## src/sceg_pkg.sv

```systemverilog
// Shared types and constants for the softmax cross-entropy gradient block.
// No dependencies; every other file of the block refers to this package.
`timescale 1ns / 1ps

package sceg_pkg;

  localparam int NUM_CLASSES         = 10;
  localparam int FEATURES_PER_SAMPLE = 512;

  localparam int VAL_W  = 32;
  localparam int CLS_W  = 6;
  localparam int ROW_W  = 12;
  localparam int PCNT_W = 7;
  localparam int FCNT_W = 13;
  localparam int CE_AW  = $clog2(NUM_CLASSES);
  localparam int PROD_W = 2 * VAL_W;
  localparam int FRAC_W = 16;

  localparam logic OP_PRED     = 1'b0;
  localparam logic OP_FEAT     = 1'b1;
  localparam logic KIND_BIAS   = 1'b0;
  localparam logic KIND_WEIGHT = 1'b1;

  localparam logic signed [VAL_W:0]   Q_ONE   = 33'sh0_0001_0000;
  localparam logic signed [VAL_W-1:0] VAL_MAX = 32'sh7FFF_FFFF;
  localparam logic signed [VAL_W-1:0] VAL_MIN = 32'sh8000_0000;

  typedef struct packed {
    logic                    operation;
    logic signed [VAL_W-1:0] sample_value;
    logic [CLS_W-1:0]        true_label;
  } in_item_t;

  typedef struct packed {
    logic signed [VAL_W-1:0] gradient;
    logic                    gradient_kind;
    logic [ROW_W-1:0]        input_index;
    logic [CLS_W-1:0]        class_index;
    logic                    last_of_run;
    logic                    order_error;
  } out_item_t;

  // Controller to datapath, one slot per cycle while the datapath advances
  typedef struct packed {
    logic             valid;
    logic             kind;
    logic             err;
    logic             wr;
    logic             load_feat;
    logic             onehot;
    logic [CLS_W-1:0] cls;
    logic [ROW_W-1:0] row;
    logic             last;
  } cmd_t;

  // Datapath to controller
  typedef struct packed {
    logic advance;
  } stat_t;

endpackage

```

## src/sceg_dp.sv

```systemverilog
// Datapath: class error memory, error subtract, multiply and round/saturate pipeline,
// and the output register. Depends on sceg_pkg.
`timescale 1ns / 1ps

module sceg_dp (
  input  logic                clk,
  input  logic                rst_n,
  input  sceg_pkg::in_item_t  in_payload_i,
  input  sceg_pkg::cmd_t      cmd_i,
  output sceg_pkg::stat_t     stat_o,
  output logic                out_valid_o,
  input  logic                out_stall_i,
  output sceg_pkg::out_item_t out_payload_o
);

  logic                              adv;
  logic signed [sceg_pkg::VAL_W:0]   diff;
  logic signed [sceg_pkg::VAL_W-1:0] e_val;
  logic [sceg_pkg::CE_AW-1:0]        addr;

  logic signed [sceg_pkg::VAL_W-1:0] ce_mem [sceg_pkg::NUM_CLASSES];
  logic signed [sceg_pkg::VAL_W-1:0] feat_r;

  logic                              s1_vld_r;
  sceg_pkg::cmd_t                    s1_cmd_r;
  logic signed [sceg_pkg::VAL_W-1:0] rd_r;
  logic signed [sceg_pkg::VAL_W-1:0] bias1_r;

  logic                               s2_vld_r;
  sceg_pkg::cmd_t                     s2_cmd_r;
  logic signed [sceg_pkg::PROD_W-1:0] prod_r;
  logic signed [sceg_pkg::VAL_W-1:0]  bias2_r;

  logic signed [sceg_pkg::PROD_W-1:0] rnd;
  logic signed [sceg_pkg::PROD_W-sceg_pkg::FRAC_W-1:0] shf;
  logic signed [sceg_pkg::VAL_W-1:0]  wsat;
  logic signed [sceg_pkg::VAL_W-1:0]  grad;
  logic [sceg_pkg::PROD_W-sceg_pkg::FRAC_W-sceg_pkg::VAL_W:0] top_bits;

  logic                out_valid_r;
  sceg_pkg::out_item_t out_r;

  assign adv            = !out_valid_r || !out_stall_i;
  assign stat_o.advance = adv;
  assign addr           = cmd_i.cls[sceg_pkg::CE_AW-1:0];

  always_comb begin
    diff = {in_payload_i.sample_value[sceg_pkg::VAL_W-1], in_payload_i.sample_value}
         - (cmd_i.onehot ? sceg_pkg::Q_ONE : '0);
    if (diff[sceg_pkg::VAL_W] != diff[sceg_pkg::VAL_W-1]) begin
      e_val = diff[sceg_pkg::VAL_W] ? sceg_pkg::VAL_MIN : sceg_pkg::VAL_MAX;
    end else begin
      e_val = diff[sceg_pkg::VAL_W-1:0];
    end
  end

  // round half up, drop fraction, saturate; pick zero on error, the error for bias
  always_comb begin
    rnd      = prod_r + sceg_pkg::PROD_W'(64'sd32768);
    shf      = rnd[sceg_pkg::PROD_W-1:sceg_pkg::FRAC_W];
    top_bits = shf[sceg_pkg::PROD_W-sceg_pkg::FRAC_W-1:sceg_pkg::VAL_W-1];
    if ((&top_bits) || !(|top_bits)) begin
      wsat = shf[sceg_pkg::VAL_W-1:0];
    end else begin
      wsat = shf[sceg_pkg::PROD_W-sceg_pkg::FRAC_W-1] ? sceg_pkg::VAL_MIN : sceg_pkg::VAL_MAX;
    end
    if (s2_cmd_r.err) begin
      grad = '0;
    end else if (s2_cmd_r.kind == sceg_pkg::KIND_BIAS) begin
      grad = bias2_r;
    end else begin
      grad = wsat;
    end
  end

  always_ff @(posedge clk) begin
    if (cmd_i.valid && cmd_i.wr) begin
      ce_mem[addr] <= e_val;
    end
    if (cmd_i.load_feat) begin
      feat_r <= in_payload_i.sample_value;
    end
    if (adv) begin
      rd_r     <= ce_mem[addr];
      bias1_r  <= e_val;
      s1_cmd_r <= cmd_i;
      prod_r   <= rd_r * feat_r;
      bias2_r  <= bias1_r;
      s2_cmd_r <= s1_cmd_r;
      out_r.gradient      <= grad;
      out_r.gradient_kind <= s2_cmd_r.kind;
      out_r.input_index   <= s2_cmd_r.row;
      out_r.class_index   <= s2_cmd_r.cls;
      out_r.last_of_run   <= s2_cmd_r.last;
      out_r.order_error   <= s2_cmd_r.err;
    end
  end

  always_ff @(posedge clk) begin
    if (!rst_n) begin
      s1_vld_r    <= 1'b0;
      s2_vld_r    <= 1'b0;
      out_valid_r <= 1'b0;
    end else if (adv) begin
      s1_vld_r    <= cmd_i.valid;
      s2_vld_r    <= s1_vld_r;
      out_valid_r <= s2_vld_r;
    end
  end

  assign out_valid_o   = out_valid_r;
  assign out_payload_o = out_r;

  a_out_from_pipe: assert property (@(posedge clk) disable iff (!rst_n)
    $rose(out_valid_r) |-> $past(s2_vld_r))
    else $error("result appeared without a pipeline slot");

  a_wr_only_bias: assert property (@(posedge clk) disable iff (!rst_n)
    (cmd_i.valid && cmd_i.wr) |-> (!cmd_i.err && cmd_i.kind == sceg_pkg::KIND_BIAS))
    else $error("class error written by a non-bias slot");

endmodule

```

## src/sceg_ctrl.sv

```systemverilog
// Controller: sample sequencing, prediction and feature counters, order checks,
// and per-class slot issue. Depends on sceg_pkg.
`timescale 1ns / 1ps

module sceg_ctrl (
  input  logic               clk,
  input  logic               rst_n,
  input  logic               in_valid_i,
  output logic               in_stall_o,
  input  sceg_pkg::in_item_t in_payload_i,
  input  sceg_pkg::stat_t    stat_i,
  output sceg_pkg::cmd_t     cmd_o
);

  typedef enum logic [0:0] {S_IDLE, S_RUN} state_t;

  state_t                      state_r, state_nxt;
  logic [sceg_pkg::PCNT_W-1:0] pcnt_r, pcnt_nxt;
  logic [sceg_pkg::FCNT_W-1:0] fcnt_r, fcnt_nxt;
  logic [sceg_pkg::CLS_W-1:0]  k_r, k_nxt;
  logic                        accept;
  logic                        loaded;
  logic                        k_last;

  assign loaded = (pcnt_r == sceg_pkg::PCNT_W'(sceg_pkg::NUM_CLASSES));
  assign k_last = (k_r == sceg_pkg::CLS_W'(sceg_pkg::NUM_CLASSES - 1));
  assign in_stall_o = !(state_r == S_IDLE && stat_i.advance);
  assign accept = in_valid_i && !in_stall_o;

  always_comb begin
    state_nxt = state_r;
    pcnt_nxt  = pcnt_r;
    fcnt_nxt  = fcnt_r;
    k_nxt     = k_r;
    cmd_o     = '0;
    unique case (state_r)
      S_IDLE: begin
        if (accept) begin
          if (in_payload_i.operation == sceg_pkg::OP_PRED) begin
            cmd_o.valid = 1'b1;
            cmd_o.kind  = sceg_pkg::KIND_BIAS;
            cmd_o.last  = 1'b1;
            if (!loaded) begin
              cmd_o.wr     = 1'b1;
              cmd_o.cls    = pcnt_r[sceg_pkg::CLS_W-1:0];
              cmd_o.onehot = ({1'b0, in_payload_i.true_label} == pcnt_r);
              pcnt_nxt     = pcnt_r + 1'b1;
            end else begin
              cmd_o.err = 1'b1;
            end
          end else begin
            if (!loaded) begin
              cmd_o.valid = 1'b1;
              cmd_o.kind  = sceg_pkg::KIND_WEIGHT;
              cmd_o.err   = 1'b1;
              cmd_o.last  = 1'b1;
            end else begin
              cmd_o.load_feat = 1'b1;
              k_nxt           = '0;
              state_nxt       = S_RUN;
            end
          end
        end
      end
      S_RUN: begin
        if (stat_i.advance) begin
          cmd_o.valid = 1'b1;
          cmd_o.kind  = sceg_pkg::KIND_WEIGHT;
          cmd_o.cls   = k_r;
          cmd_o.row   = fcnt_r[sceg_pkg::ROW_W-1:0];
          cmd_o.last  = k_last;
          k_nxt       = k_r + 1'b1;
          if (k_last) begin
            state_nxt = S_IDLE;
            if (fcnt_r == sceg_pkg::FCNT_W'(sceg_pkg::FEATURES_PER_SAMPLE - 1)) begin
              fcnt_nxt = '0;
              pcnt_nxt = '0;
            end else begin
              fcnt_nxt = fcnt_r + 1'b1;
            end
          end
        end
      end
      default: state_nxt = S_IDLE;
    endcase
  end

  always_ff @(posedge clk) begin
    if (!rst_n) begin
      state_r <= S_IDLE;
      pcnt_r  <= '0;
      fcnt_r  <= '0;
      k_r     <= '0;
    end else begin
      state_r <= state_nxt;
      pcnt_r  <= pcnt_nxt;
      fcnt_r  <= fcnt_nxt;
      k_r     <= k_nxt;
    end
  end

  a_run_needs_loaded: assert property (@(posedge clk) disable iff (!rst_n)
    (state_r == S_RUN) |-> loaded)
    else $error("feature run without a full set of class errors");

  a_pcnt_range: assert property (@(posedge clk) disable iff (!rst_n)
    pcnt_r <= sceg_pkg::PCNT_W'(sceg_pkg::NUM_CLASSES))
    else $error("prediction count past class count");

  a_run_ends: assert property (@(posedge clk) disable iff (!rst_n)
    (state_r == S_RUN && k_last && stat_i.advance) |=> (state_r == S_IDLE))
    else $error("feature run did not end after the last class");

endmodule

```

## src/softmax_cross_entropy_gradient_top.sv

```systemverilog
// Top level of the softmax cross-entropy gradient block: controller plus datapath.
// Depends on sceg_pkg, sceg_ctrl and sceg_dp.
//
//   port group   direction  payload type          role
//   in_*         input      sceg_pkg::in_item_t   predictions and features
//   out_*        output     sceg_pkg::out_item_t  bias and weight gradients
//
// A prediction item or an out-of-order item yields one result.
// A feature item yields NUM_CLASSES results: one multiplier and the single read
// port of the class error memory serve one class per cycle unless the output stalls.
// Results pass s1, s2 and out. Reset clears state, counters and pipeline valids only.
// out_stall freezes the whole pipeline; in_stall is high during a feature run.
`timescale 1ns / 1ps

module softmax_cross_entropy_gradient_top (
  input  logic                clk,
  input  logic                rst_n,
  input  logic                in_valid,
  output logic                in_stall,
  input  sceg_pkg::in_item_t  in_payload,
  output logic                out_valid,
  input  logic                out_stall,
  output sceg_pkg::out_item_t out_payload
);

  sceg_pkg::cmd_t  cmd;
  sceg_pkg::stat_t stat;

  sceg_ctrl u_ctrl (
    .clk          (clk),
    .rst_n        (rst_n),
    .in_valid_i   (in_valid),
    .in_stall_o   (in_stall),
    .in_payload_i (in_payload),
    .stat_i       (stat),
    .cmd_o        (cmd)
  );

  sceg_dp u_dp (
    .clk           (clk),
    .rst_n         (rst_n),
    .in_payload_i  (in_payload),
    .cmd_i         (cmd),
    .stat_o        (stat),
    .out_valid_o   (out_valid),
    .out_stall_i   (out_stall),
    .out_payload_o (out_payload)
  );

endmodule

```

## config.mk

```make
export PLATFORM = sky130hd
export DESIGN_NAME = softmax_cross_entropy_gradient_top
export DESIGN_NICKNAME = d
export VERILOG_FILES = /design/src/sceg_pkg.sv /design/src/sceg_dp.sv /design/src/sceg_ctrl.sv /design/src/softmax_cross_entropy_gradient_top.sv
export SDC_FILE = /design/constraint.sdc
export NUM_CORES = 2
export LEC_CHECK = 0
export BUFFER_PORTS_ARGS = -buffer_cell sky130_fd_sc_hd__buf_2
export CAP_MARGIN = 20
export CORE_MARGIN = 2
export CORE_UTILIZATION = 30
export DETAILED_ROUTE_END_ITERATION = 10
export PLACE_DENSITY_LB_ADDON = 0.08
export SKIP_CTS_REPAIR_TIMING = 1
export SLEW_MARGIN = 5
export SYNTH_ARGS = -nofsm -noshare
export SYNTH_HDL_FRONTEND = slang
export SYNTH_SLANG_ARGS = --single-unit
```

## constraint.sdc

```tcl
create_clock -name clk -period 16.3 [get_ports clk]
set_clock_uncertainty 0.15 [all_clocks]
set_input_delay 1.63 -clock clk [delete_from_list [all_inputs] [get_ports clk]]
set_output_delay 1.63 -clock clk [all_outputs]
set_load 0.01 [all_outputs]
```

==> metrics.txt <==
type of origin of the critical path=register; Hold WC Path Type=register to register; DR DRC count=0; final hold violation count=0; most common flop cell mapped by yosys=edfxtp_1; Synth Area in Simple Gates=15.3%; M1 WL=85400 um; Slew Limit Fails=0; DRT iter0 DRCs=2051; largest family of logic cells by synthesized area=adder cells; Highest Signal Layer=met5; Min Clock Period, post-route=9.22 ns; Row Count=165; routed vias=39.0k; layout cells sized above 1=6.43%; vias per inst=4.66; # IOs=98; post-layout net count=6950; Worst slew margin=28.8%; gpl congestion=0.830; RSZ-0062 raised after global routing=false; DP HPWL=136000 um; Routed Antenna Nets=0; Clock Tree Buf Depth=3; Post-Synth Adder-Cell Area=39.4%; Area Growth Syn to Fin=9.49%; Hold WS=0.258 ns; cell area after synthesis=61000 um2; pin count of the biggest net entering global routing=105; vias in the first global route=42.9k; CTS buffer count=72; Sink Count=622; Final setup violation count=0; Max Clk Rate=108 MHz; post-synthesis sequential area ratio=30.1%; Avg Inst Size Synth=10.8 um2; Total Wirelength=185000 um; status=finished clean; Die H=455 um; Worst Max-Slew Pin Slew=1.07 ns; filler cell count=20.5k; Port Buf Inserts=97; CP required=16.52 ns; CTS root buf=clkbuf_16; Pre-antenna DRT Iters=7; Core Box Area=202000 um2; Initial Util=30.2%; CTS H-tree depth=3; Setup CP Type=register to register; Post-Synth XOR/XNOR Area=1.90%; Worst-Skew Late Latency=0.64 ns; Yosys reg bits=622; die area=207000 um2; fin crit share=56.6%; Syn. warnings=0; die width=455 um; Met2 Wirelength=92700 um; EDFF count, synth=592; R2R setup slack=7.08 ns; synthesized net count=6979; crit path max fanout=12; cell count after synthesis=5663; # Max-Cap Violations=0; worst path arrival time=9.44 ns; gr ovfl total=0; post-synthesis cell type count=81; initial antenna violation count=9; WL per Instance=22.1 um; ys async rst share=0%; fin util=33.0%; CTS clock-pin slew for the worst setup and hold paths=0.06 ns; Synth Area in Compound Gates=4.92%; CP Capture Type=register; GRT Overall Usage=18.3%; mux share of post-synthesis cell area=0.0903%; WL met3=4210 um; TNS Setup=0 ns; first-pass GRT wire length=283000 um; TritonCTS clock tree=yes
area by class of cell:
cell class	count	area [um2]	area share [%]
multi-input cells	3724	37700	56.5
flip-flops and latches	622	18400	27.5
inverters	1005	3790	5.67
well taps	2672	3340	5.01
clock buffers	91	1900	2.85
repair buffers	209	1320	1.98
clock inverters	41	328	0.491
diodes	2	5.00	0.00750
Yosys cell counts (27+ instances only):
| library cell | count | share of area [%] |
|---|---|---|
| o21bai_1 | 29 | 0.36 |
| nand2b_1 | 37 | 0.38 |
| xor2_1 | 52 | 0.75 |
| o21ai_0 | 50 | 0.41 |
| nor2b_1 | 30 | 0.31 |
| xnor2_1 | 80 | 1.1 |
| and3_1 | 57 | 0.58 |
| a21oi_1 | 71 | 0.58 |
| nand2_1 | 938 | 5.8 |
| a31oi_1 | 39 | 0.40 |
| nor2_1 | 99 | 0.61 |
| a311oi_1 | 65 | 0.93 |
| ha_1 | 192 | 3.9 |
| a21o_1 | 43 | 0.53 |
| inv_1 | 1002 | 6.2 |
| nand3_1 | 105 | 0.86 |
| edfxtp_1 | 592 | 29 |
| fa_1 | 1081 | 35 |
| nand4_1 | 30 | 0.31 |
| clkbuf_1 | 281 | 1.7 |
| and2_1 | 531 | 5.4 |
| nor3_1 | 27 | 0.22 |
| dfxtp_1 | 30 | 0.99 |
critical path, cell delays in order, from the launching register on:
cell and delay (ns):
edfxtp_1 0.87, nand2_1 0.20, inv_1 0.13, fa_1 0.42, inv_1 0.25, fa_1 0.47, inv_1 0.23, fa_1 0.51
fa_1 0.93, inv_1 0.44, fa_1 0.60, inv_1 0.06, fa_1 0.54, inv_1 0.05, fa_1 0.47, inv_1 0.06
fa_1 0.45, ha_1 0.38, a21oi_1 0.21, o21ai_0 0.18, a311oi_1 0.46, o21ai_0 0.17, a211o_1 0.30, a21oi_1 0.15
o41ai_1 0.10, xnor2_1 0.14
worst paths after layout:
check                        start               end  cells after the start
hold reg to reg   u_dp.s1_cmd_r[2]  u_dp.s2_cmd_r[2]                      0
hold / removal    u_dp.s1_cmd_r[2]  u_dp.s2_cmd_r[2]                      0
setup / recovery    u_dp.feat_r[6]   u_dp.prod_r[63]                     25
setup reg to reg    u_dp.feat_r[6]   u_dp.prod_r[63]                     25
cells in the final DEF, fill, tap and decap left out, types with 6 or more instances in the layout:
master and count:
ha_1 192, a31oi_1 38, dfxtp_1 30, o32ai_2 19
nor4_1 8, xor2_1 52, nand2b_1 36, xnor2_1 80
a211oi_1 12, clkinv_2 9, buf_2 100, a21o_1 43
nor2b_1 30, nor3_1 19, and2_1 530, clkbuf_1 17
clkinv_1 17, nor2_1 97, nand2_1 938, a311oi_1 65
or3_1 13, inv_6 8, a21oi_1 71, nand4_1 30
edfxtp_1 592, inv_1 1001, o21bai_1 29, buf_4 108
o22ai_1 16, o21ai_0 50, o21a_1 9, and3_1 57
fa_1 1081, nand3_1 105, nor3_2 9, clkbuf_16 73
a21boi_0 6
kinds of logic after synthesis:
group	count (synthesis)
adders and majority gates	1273
buffers and inverters	1317
muxes	5
xor gates and xnor gates	132
and+or+nand+nor	1910
DFF	622
AOI/OAI and AO/OA	404
flip-flops by register name, summed over array words and instances, names as in the netlist:
name                cells
u_dp.bias2_r           32
u_dp.s1_cmd_r          21
u_ctrl.state_r          1
u_dp.rd_r              32
u_dp.s1_vld_r           1
u_dp.out_payload_o     53
u_ctrl.fcnt_r          13
u_dp.bias1_r           32
u_ctrl.pcnt_r           7
u_dp.ce_mem           320
u_dp.out_valid_o        1
u_dp.feat_r            32
u_dp.s2_cmd_r          21
u_dp.prod_r            49
u_dp.s2_vld_r           1
u_ctrl.k_r              6
per-stage QoR:
step	setup WS [ns]	area, um2	std cells
5_1_grt	6.49	66700	8364
3_5_place_dp	7.10	64500	8230
4_1_cts	7.04	66700	8362
3_3_place_gp	7.17	64500	8228
2_1_floorplan	6.71	61000	5663
6_report	7.08	66700	8366
metal layers:
layer / track usage (%) / vias up
met5: 0 / -
met4: 2.60 / 2
met3: 1.38 / 120
met2: 31.8 / 497
met1: 25.4 / 20800
li1: - / 17600
Power is left out: the tool's default activity adds up to more than one toggle a clock period on the data nets, which glitch-free logic cannot reach.
